File: src/rtl/core/nge_pkg.sv
// Shared types and constants for the next greater element core.
// Holds the word formats, stack sizing and the command and status structs.
// No dependencies.
package nge_pkg;

	localparam int STACK_DEPTH = 64;
	localparam int CNT_W = $clog2(STACK_DEPTH + 1);
	localparam int IDX_W = $clog2(STACK_DEPTH);

	localparam logic signed [31:0] NOT_FOUND = -32'sd1;

	typedef struct packed {
		logic signed [31:0] value;
		logic               new_sequence;
	} item_word_t;

	typedef struct packed {
		logic signed [31:0] next_greater;
		logic               found;
		logic               overflow;
	} result_word_t;

	typedef struct packed {
		logic load;
		logic pop;
		logic finish;
	} nge_cmd_t;

	typedef struct packed {
		logic pop_ok;
		logic out_free;
	} nge_sts_t;

endpackage

File: src/rtl/core/nge_ctrl.sv
// Controller state machine for the next greater element core.
// Sequences load, pop and finish steps; depends on nge_pkg.
module nge_ctrl
	import nge_pkg::*;
(
	input  logic     clk,
	input  logic     arst_n,
	input  logic     item_valid,
	output logic     item_ready,
	input  nge_sts_t sts,
	output nge_cmd_t cmd
);

	localparam logic ST_IDLE = 1'b0;
	localparam logic ST_SCAN = 1'b1;

	logic state_q;
	logic state_d;

	always_comb begin
		state_d    = state_q;
		cmd        = '0;
		item_ready = 1'b0;
		case (state_q)
			ST_IDLE: begin
				item_ready = 1'b1;
				if (item_valid) begin
					cmd.load = 1'b1;
					state_d  = ST_SCAN;
				end
			end
			ST_SCAN: begin
				// Pop until the stack is empty or its top is greater, then hand off the result.
				if (sts.pop_ok) begin
					cmd.pop = 1'b1;
				end else if (sts.out_free) begin
					cmd.finish = 1'b1;
					state_d    = ST_IDLE;
				end
			end
			default: begin
				state_d = ST_IDLE;
			end
		endcase
	end

	always_ff @(posedge clk or negedge arst_n) begin
		if (!arst_n) begin
			state_q <= ST_IDLE;
		end else begin
			state_q <= state_d;
		end
	end

endmodule

File: src/rtl/core/nge_dp.sv
// Datapath for the next greater element core: stack memory, cached top,
// stack count and output register. Depends on nge_pkg.
module nge_dp
	import nge_pkg::*;
(
	input  logic         clk,
	input  logic         arst_n,
	input  nge_cmd_t     cmd,
	output nge_sts_t     sts,
	input  item_word_t   item,
	output logic         result_valid,
	input  logic         result_ready,
	output result_word_t result
);

	logic signed [31:0] stack_mem [STACK_DEPTH];
	logic signed [31:0] top_q;
	logic signed [31:0] value_q;
	logic [CNT_W-1:0]   count_q;
	logic               out_valid_q;
	result_word_t       out_q;

	logic             not_empty;
	logic             full;
	logic [IDX_W-1:0] rd_idx;
	logic [IDX_W-1:0] wr_idx;
	logic [CNT_W-1:0] below_top;

	assign not_empty = (count_q != '0);
	assign full      = (count_q == CNT_W'(STACK_DEPTH));
	assign below_top = count_q - CNT_W'(2);
	assign rd_idx    = below_top[IDX_W-1:0];
	assign wr_idx    = count_q[IDX_W-1:0];

	assign sts.pop_ok   = not_empty && (top_q <= value_q);
	assign sts.out_free = !out_valid_q || result_ready;

	assign result_valid = out_valid_q;
	assign result       = out_q;

	// The top entry is cached in top_q; the memory holds every entry, the top included.
	always_ff @(posedge clk) begin
		if (cmd.finish && !full) begin
			stack_mem[wr_idx] <= value_q;
		end
	end

	always_ff @(posedge clk) begin
		if (cmd.pop) begin
			top_q <= stack_mem[rd_idx];
		end else if (cmd.finish && !full) begin
			top_q <= value_q;
		end
	end

	always_ff @(posedge clk) begin
		if (cmd.load) begin
			value_q <= item.value;
		end
		if (cmd.finish) begin
			out_q.next_greater <= not_empty ? top_q : NOT_FOUND;
			out_q.found        <= not_empty;
			out_q.overflow     <= full;
		end
	end

	always_ff @(posedge clk or negedge arst_n) begin
		if (!arst_n) begin
			count_q     <= '0;
			out_valid_q <= 1'b0;
		end else begin
			if (cmd.load && item.new_sequence) begin
				count_q <= '0;
			end else if (cmd.pop) begin
				count_q <= count_q - CNT_W'(1);
			end else if (cmd.finish && !full) begin
				count_q <= count_q + CNT_W'(1);
			end
			if (cmd.finish) begin
				out_valid_q <= 1'b1;
			end else if (result_ready) begin
				out_valid_q <= 1'b0;
			end
		end
	end

endmodule

File: src/rtl/core/next_greater_element_core.sv
// Next greater element core built on a monotonic stack.
// Instantiates nge_ctrl and nge_dp; depends on nge_pkg.
//
// Usage: words arrive on the item channel (valid/ready) in reverse array
// order, last element first. Setting new_sequence on a word empties the stack
// before that word is handled, which starts a new array. For every word the
// core returns exactly one result word on the result channel (valid/ready):
// the nearest strictly greater value seen earlier in the sequence, or -1 with
// found low when there is none. When the stack already holds STACK_DEPTH
// entries after popping, the word is not stored and overflow is set.
//
// Steps: an accepted word goes through a load step, a pop step for each stack
// entry it pops, and a finish step that waits while the output register still
// holds an unaccepted result. The pop rate is set by the single read port of
// the stack memory, which refills the cached top entry once per cycle. Each
// value is popped at most once, and the next word is taken only after the
// finish step. The result is visible the cycle after the finish step.
//
// Reset empties the stack and clears the result valid flag. A stalled receiver
// holds the result in the output register; the core still takes the next word
// and works on it, and waits only when that word's result needs the register.
module next_greater_element_core
	import nge_pkg::*;
(
	input  logic         clk,
	input  logic         arst_n,
	input  logic         item_valid,
	output logic         item_ready,
	input  item_word_t   item,
	output logic         result_valid,
	input  logic         result_ready,
	output result_word_t result
);

	nge_cmd_t cmd;
	nge_sts_t sts;

	// State machine: decides when to load, pop and finish.
	nge_ctrl u_ctrl (
		.clk       (clk),
		.arst_n    (arst_n),
		.item_valid(item_valid),
		.item_ready(item_ready),
		.sts       (sts),
		.cmd       (cmd)
	);

	// Stack storage, comparison and the output register.
	nge_dp u_dp (
		.clk         (clk),
		.arst_n      (arst_n),
		.cmd         (cmd),
		.sts         (sts),
		.item        (item),
		.result_valid(result_valid),
		.result_ready(result_ready),
		.result      (result)
	);

endmodule

File: config.mk
export PLATFORM = sky130hd
export DESIGN_NAME = next_greater_element_core
export DESIGN_NICKNAME = d
export VERILOG_FILES = /design/src/rtl/core/nge_pkg.sv /design/src/rtl/core/nge_ctrl.sv /design/src/rtl/core/nge_dp.sv /design/src/rtl/core/next_greater_element_core.sv
export SDC_FILE = /design/constraint.sdc
export NUM_CORES = 2
export LEC_CHECK = 0
export BUFFER_PORTS_ARGS = -buffer_cell sky130_fd_sc_hd__buf_2
export CAP_MARGIN = 20
export CORE_MARGIN = 2
export CORE_UTILIZATION = 65
export DETAILED_ROUTE_END_ITERATION = 10
export PLACE_DENSITY = 0.82
export RECOVER_POWER = 50
export SYNTH_ARGS = -nofsm -noshare
export SYNTH_HDL_FRONTEND = slang
export SYNTH_HIERARCHICAL = 1
export SYNTH_SLANG_ARGS = --single-unit
File: constraint.sdc
create_clock -name clk -period 16 [get_ports clk]
set_clock_uncertainty 0.05 [all_clocks]
set_input_delay 3.2 -clock clk [delete_from_list [all_inputs] [get_ports clk]]
set_output_delay 3.2 -clock clk [all_outputs]
set_load 0.1 [all_outputs]
==> results.md <==
- At the end of routability-driven placement, the weighted congestion stood at 0.939.
- The root buffer cell is clkbuf_16.
- Once detail routing completed, the nets flagged for antenna violations numbered 0.
- The number of distinct library cells after synthesis is 48.
- Per report_power, the sequential group accounts for 37.3% of the total.
- The fraction of registers with async set/reset is 0.418%.
- The checks that failed: capacitance limit, slew limit.
- The post-DP HPWL is 121000 µm.
- The combinational fraction of design power is 37.0%.
- The number of instances in the synthesized netlist is 3721.
- VDD sags by at most 0.305 mV.
- The most used flip-flop cell after synthesis is edfxtp_1.
- Counting every net in the synthesized netlist gives 3801.
- The dominant cell type by area after synthesis is edfxtp_1.
- The clock tree from TritonCTS is done.
- STA classifies the critical path endpoint as a flip-flop.
- The wire length after detailed routing is 230000 µm.
- For this configuration, the core starts out at a cell density of 65.3%.
- The total setup violations reported at the end of the flow is 0.
- The number of antenna violations at the first check in global routing was 27.
- The worst setup path is launched from a flip-flop.
- The min-delay analysis places its worst path in the category reg -> reg.
- The number of flip-flops and latches in the synthesized netlist is 2155.
- The number of pins exceeding their max-slew limit in the final report was 2264.
- The largest buffer count on any clock path is 3.
- Setup repair after global routing left no endpoint under its margin.
- Yosys attributes the largest share of cell area to edfxtp_1 (78%), mux4_2 (15%), mux2i_1 (1.2%).
- The area fraction of the dominant cell type after synthesis is 77.7%.
- Tracing the worst setup path back leads to its startpoint at u_dp/value_q[4]$_DFFE_PP_.
- CTS built an H-tree with a depth of 4.
- Gates resized during post-CTS repair numbered 0.
- The total CTS buffers is 197.
- In the routed design, unresolved DRC markers number 0.
- For this run, the total global-route usage over all layers was measured as 35.3%.
- From left edge to right edge, the die measures 361 µm.
- The total vias in the final route is 42900.
- The sum of negative setup slack is 0 ps.
- The leakage dissipation is 0.0290 µW.
- The power density over the cells is 204 nW/µm².
- The post-synthesis to final-layout area growth is 11.5%.
- During placement, the flow inserted port buffers numbering 72.
- Clock tree synthesis found a total of 2155 sinks.
- The number of standard-cell rows in the floorplan is 131.
- In this run switching power makes up 36.6% of total power.
- The endpoint of the worst register-to-register path is u_dp/stack_mem[56][0]$_DFFE_PP_.
- The analysis attributes to net switching a power of 6900 µW.
- In this run, synthesis inferred 2146 flip-flops with an integrated enable.
- Timing would allow up to 0.101 GHz.
- In this run the post-CTS setup repair buffer count came out at 0.
- The first routing iteration left 8120 violations.
- The number of top-level pins is 73.
- The share of the cycle needed by the critical path after routing is 62.2%.
- For the finished layout, the period the worst path requires is 9950 ps.
- The library cells used most frequently in the layout, excluding fill and tap cells, are edfxtp_1 (2146), mux4_2 (544), nand2_1 (241).
- Clock-pin slew was measured on the worst setup and hold paths at 60 ps.
- The critical path data required time is 16390 ps.
- Of the cells placed in the final design, the portion with a size suffix greater than 1 is 26.0%.
- Dividing the detail-routed wire length by the instance count gives 40.1 µm.
- For this run the aggregate overflow at the end of global routing stands at 0.
- The number of hold buffers added after cts is 0.
- The first detailed-routing pass took 8 iterations.
- Across the run, the number of max-cap violations was 45.
- In this run the critical register-to-register path is launched from u_dp/value_q[4]$_DFFE_PP_.
- The worst setup path is of the reg -> reg kind.
- The count of nets after finishing is 3980.
- In this run the tightest slew margin relative to its limit is -219%.
- The completed layout was analyzed and its total power is 18900 µW.
- Entering global routing, the biggest net connects 147 pins.
- The proportion of synthesized chip area in sequential cells is 78.0%.
- In the routed layout, each cell is associated on average with a via count of 7.47.
- The core footprint is 127000 µm².
- Leaving out fill and tap cells, the most frequent cell in the layout is edfxtp_1.
- The count of synthesis-stage warnings from yosys is 6.
- Of all nets on the critical path, the largest fanout is 66.
- At the worst endpoint, the arrival time is 10340 ps.
- The height of the die is 361 µm.
- The final number of hold-violating endpoints was 0.
- The post-synthesis area per instance is 22.3 µm².
- The internal portion of the total power is 12000 µW.
- The capture point of the critical path is u_dp/stack_mem[56][0]$_DFFE_PP_.
- The run finished, with violations left.
- The die footprint is 130000 µm².
- The worst register-to-register path has a depth of 14.
- The clock reaches the later pin of the worst-skew pair after 840 ps.
- In this run the register-to-register setup slack is 6050 ps.
- The actual transition at the worst max-transition pin is 4780 ps.
- The via count of the first global-routing pass is 41700.
- The mapped netlist covers 82900 µm².
- The global-route wire length before repair is 317000 µm.
- Of the total power, the clock network draws 25.7%.
[critical path, stage by stage, from the launching register on]
cell	delay, ps
edfxtp_1	340
clkbuf_1	3270
inv_1	180
ha_1	470
nand4_1	110
a21oi_1	150
a211oi_1	70
o22ai_1	150
o21ai_0	230
and3b_1	1660
inv_1	360
nor3_1	520
nand2_1	620
buf_4	410
nor2_4	860
[how the worst min path moves through the flow]
stage	slack [ps]	depth (start not counted)	to	startpoint
2_1_floorplan	440	2	u_dp/result[2]$_SDFFCE_PN1P_	u_dp/top_q[0]$_DFFE_PP_
3_3_place_gp	490	1	u_dp/result[31]$_SDFFCE_PN1P_	u_dp/top_q[29]$_DFFE_PP_
3_5_place_dp	480	2	u_dp/result[2]$_SDFFCE_PN1P_	u_dp/top_q[0]$_DFFE_PP_
4_1_cts	510	1	u_dp/result[9]$_SDFFCE_PN1P_	u_dp/top_q[7]$_DFFE_PP_
5_1_grt	520	0	u_dp/stack_mem[62][17]$_DFFE_PP_	u_dp/value_q[17]$_DFFE_PP_
6_report	490	0	u_dp/stack_mem[62][17]$_DFFE_PP_	u_dp/value_q[17]$_DFFE_PP_
[layer usage]
layer  vias up  global-route usage [%]  part of all wire, %
met4        20                    14.6                  5.9
met1     22100                    49.2                   33
met2      4026                    52.6                   46
met3       731                    11.3                   16
li1      16000                       -                    -
met5         -                   0.629                 0.13
[flip-flops by register name, summed over array words and instances (netlist names)]
register,flops
u_ctrl/state_q,1
u_dp/count_q,7
u_dp/result,34
u_dp/result_valid,1
u_dp/stack_mem,2048
u_dp/top_q,32
u_dp/value_q,32
[kinds of logic (layout without fill, tap and decap cells)]
| family | count (synthesis) | after routing | synth area share, % |
|---|---|---|---|
| mux | 643 | 643 | 16.0 |
| xor+xnor | 10 | 10 | 0.128 |
| buf+inv | 236 | 587 | 1.33 |
| simple gates | 493 | 493 | 2.65 |
| flops | 2155 | 2155 | 78.0 |
| compound gates | 141 | 141 | 1.27 |
| other cells | 0 | 7 | 0 |
| fa+ha+maj | 43 | 43 | 0.658 |
[synthesized netlist by cell type (3+ instances only)]
cell,n
edfxtp_1,2146
mux4_2,544
nand2_1,241
mux2i_1,99
clkbuf_1,97
nor2_1,83
nand3_1,74
buf_2,68
inv_1,43
ha_1,42
nand4_1,38
o22ai_1,34
or2_2,33
a221oi_1,32
a32oi_1,32
a21oi_1,16
buf_6,13
a21o_1,10
dfrtp_1,9
buf_4,8
nor3_1,7
buf_1,6
xnor2_1,6
a211oi_1,4
or3_1,4
o21ai_0,3
xor2_1,3
[through the flow]
step	hold WS [ps]	instance area, µm²	std cells	util (%)	setup WS (ps)
finish	494	92500	5741	72.8	6050
floorplan	438	82900	3721	-	9640
detailed placement	477	85600	5340	67.4	8980
global route	519	92500	5735	72.8	5630
CTS	507	92200	5711	72.6	8960
global placement	486	85600	5339	67.4	9080
[power by group through the flow]
stage	registers, µW	clock network (µW)	logic, µW
after floorplan	7370	0	4000
after global placement	7070	0	6480
after detailed placement	7080	0	6600
after CTS	6970	4860	6760
after global routing	7050	5060	7110
final	7030	4850	6970
[cell type report]
type                            count  area [µm²]
Sequential cell                  2155       64700
Timing Repair Buffer              172        1320
Tap cell                         1662        2080
Multi-Input combinational cell   1330       17700
Antenna cell                        7        17.5
Clock inverter                    138        1390
Clock buffer                      233        5170
Inverter                           44         165
Fill cell                        6561       34600
Power figures use the tool's default switching activity.
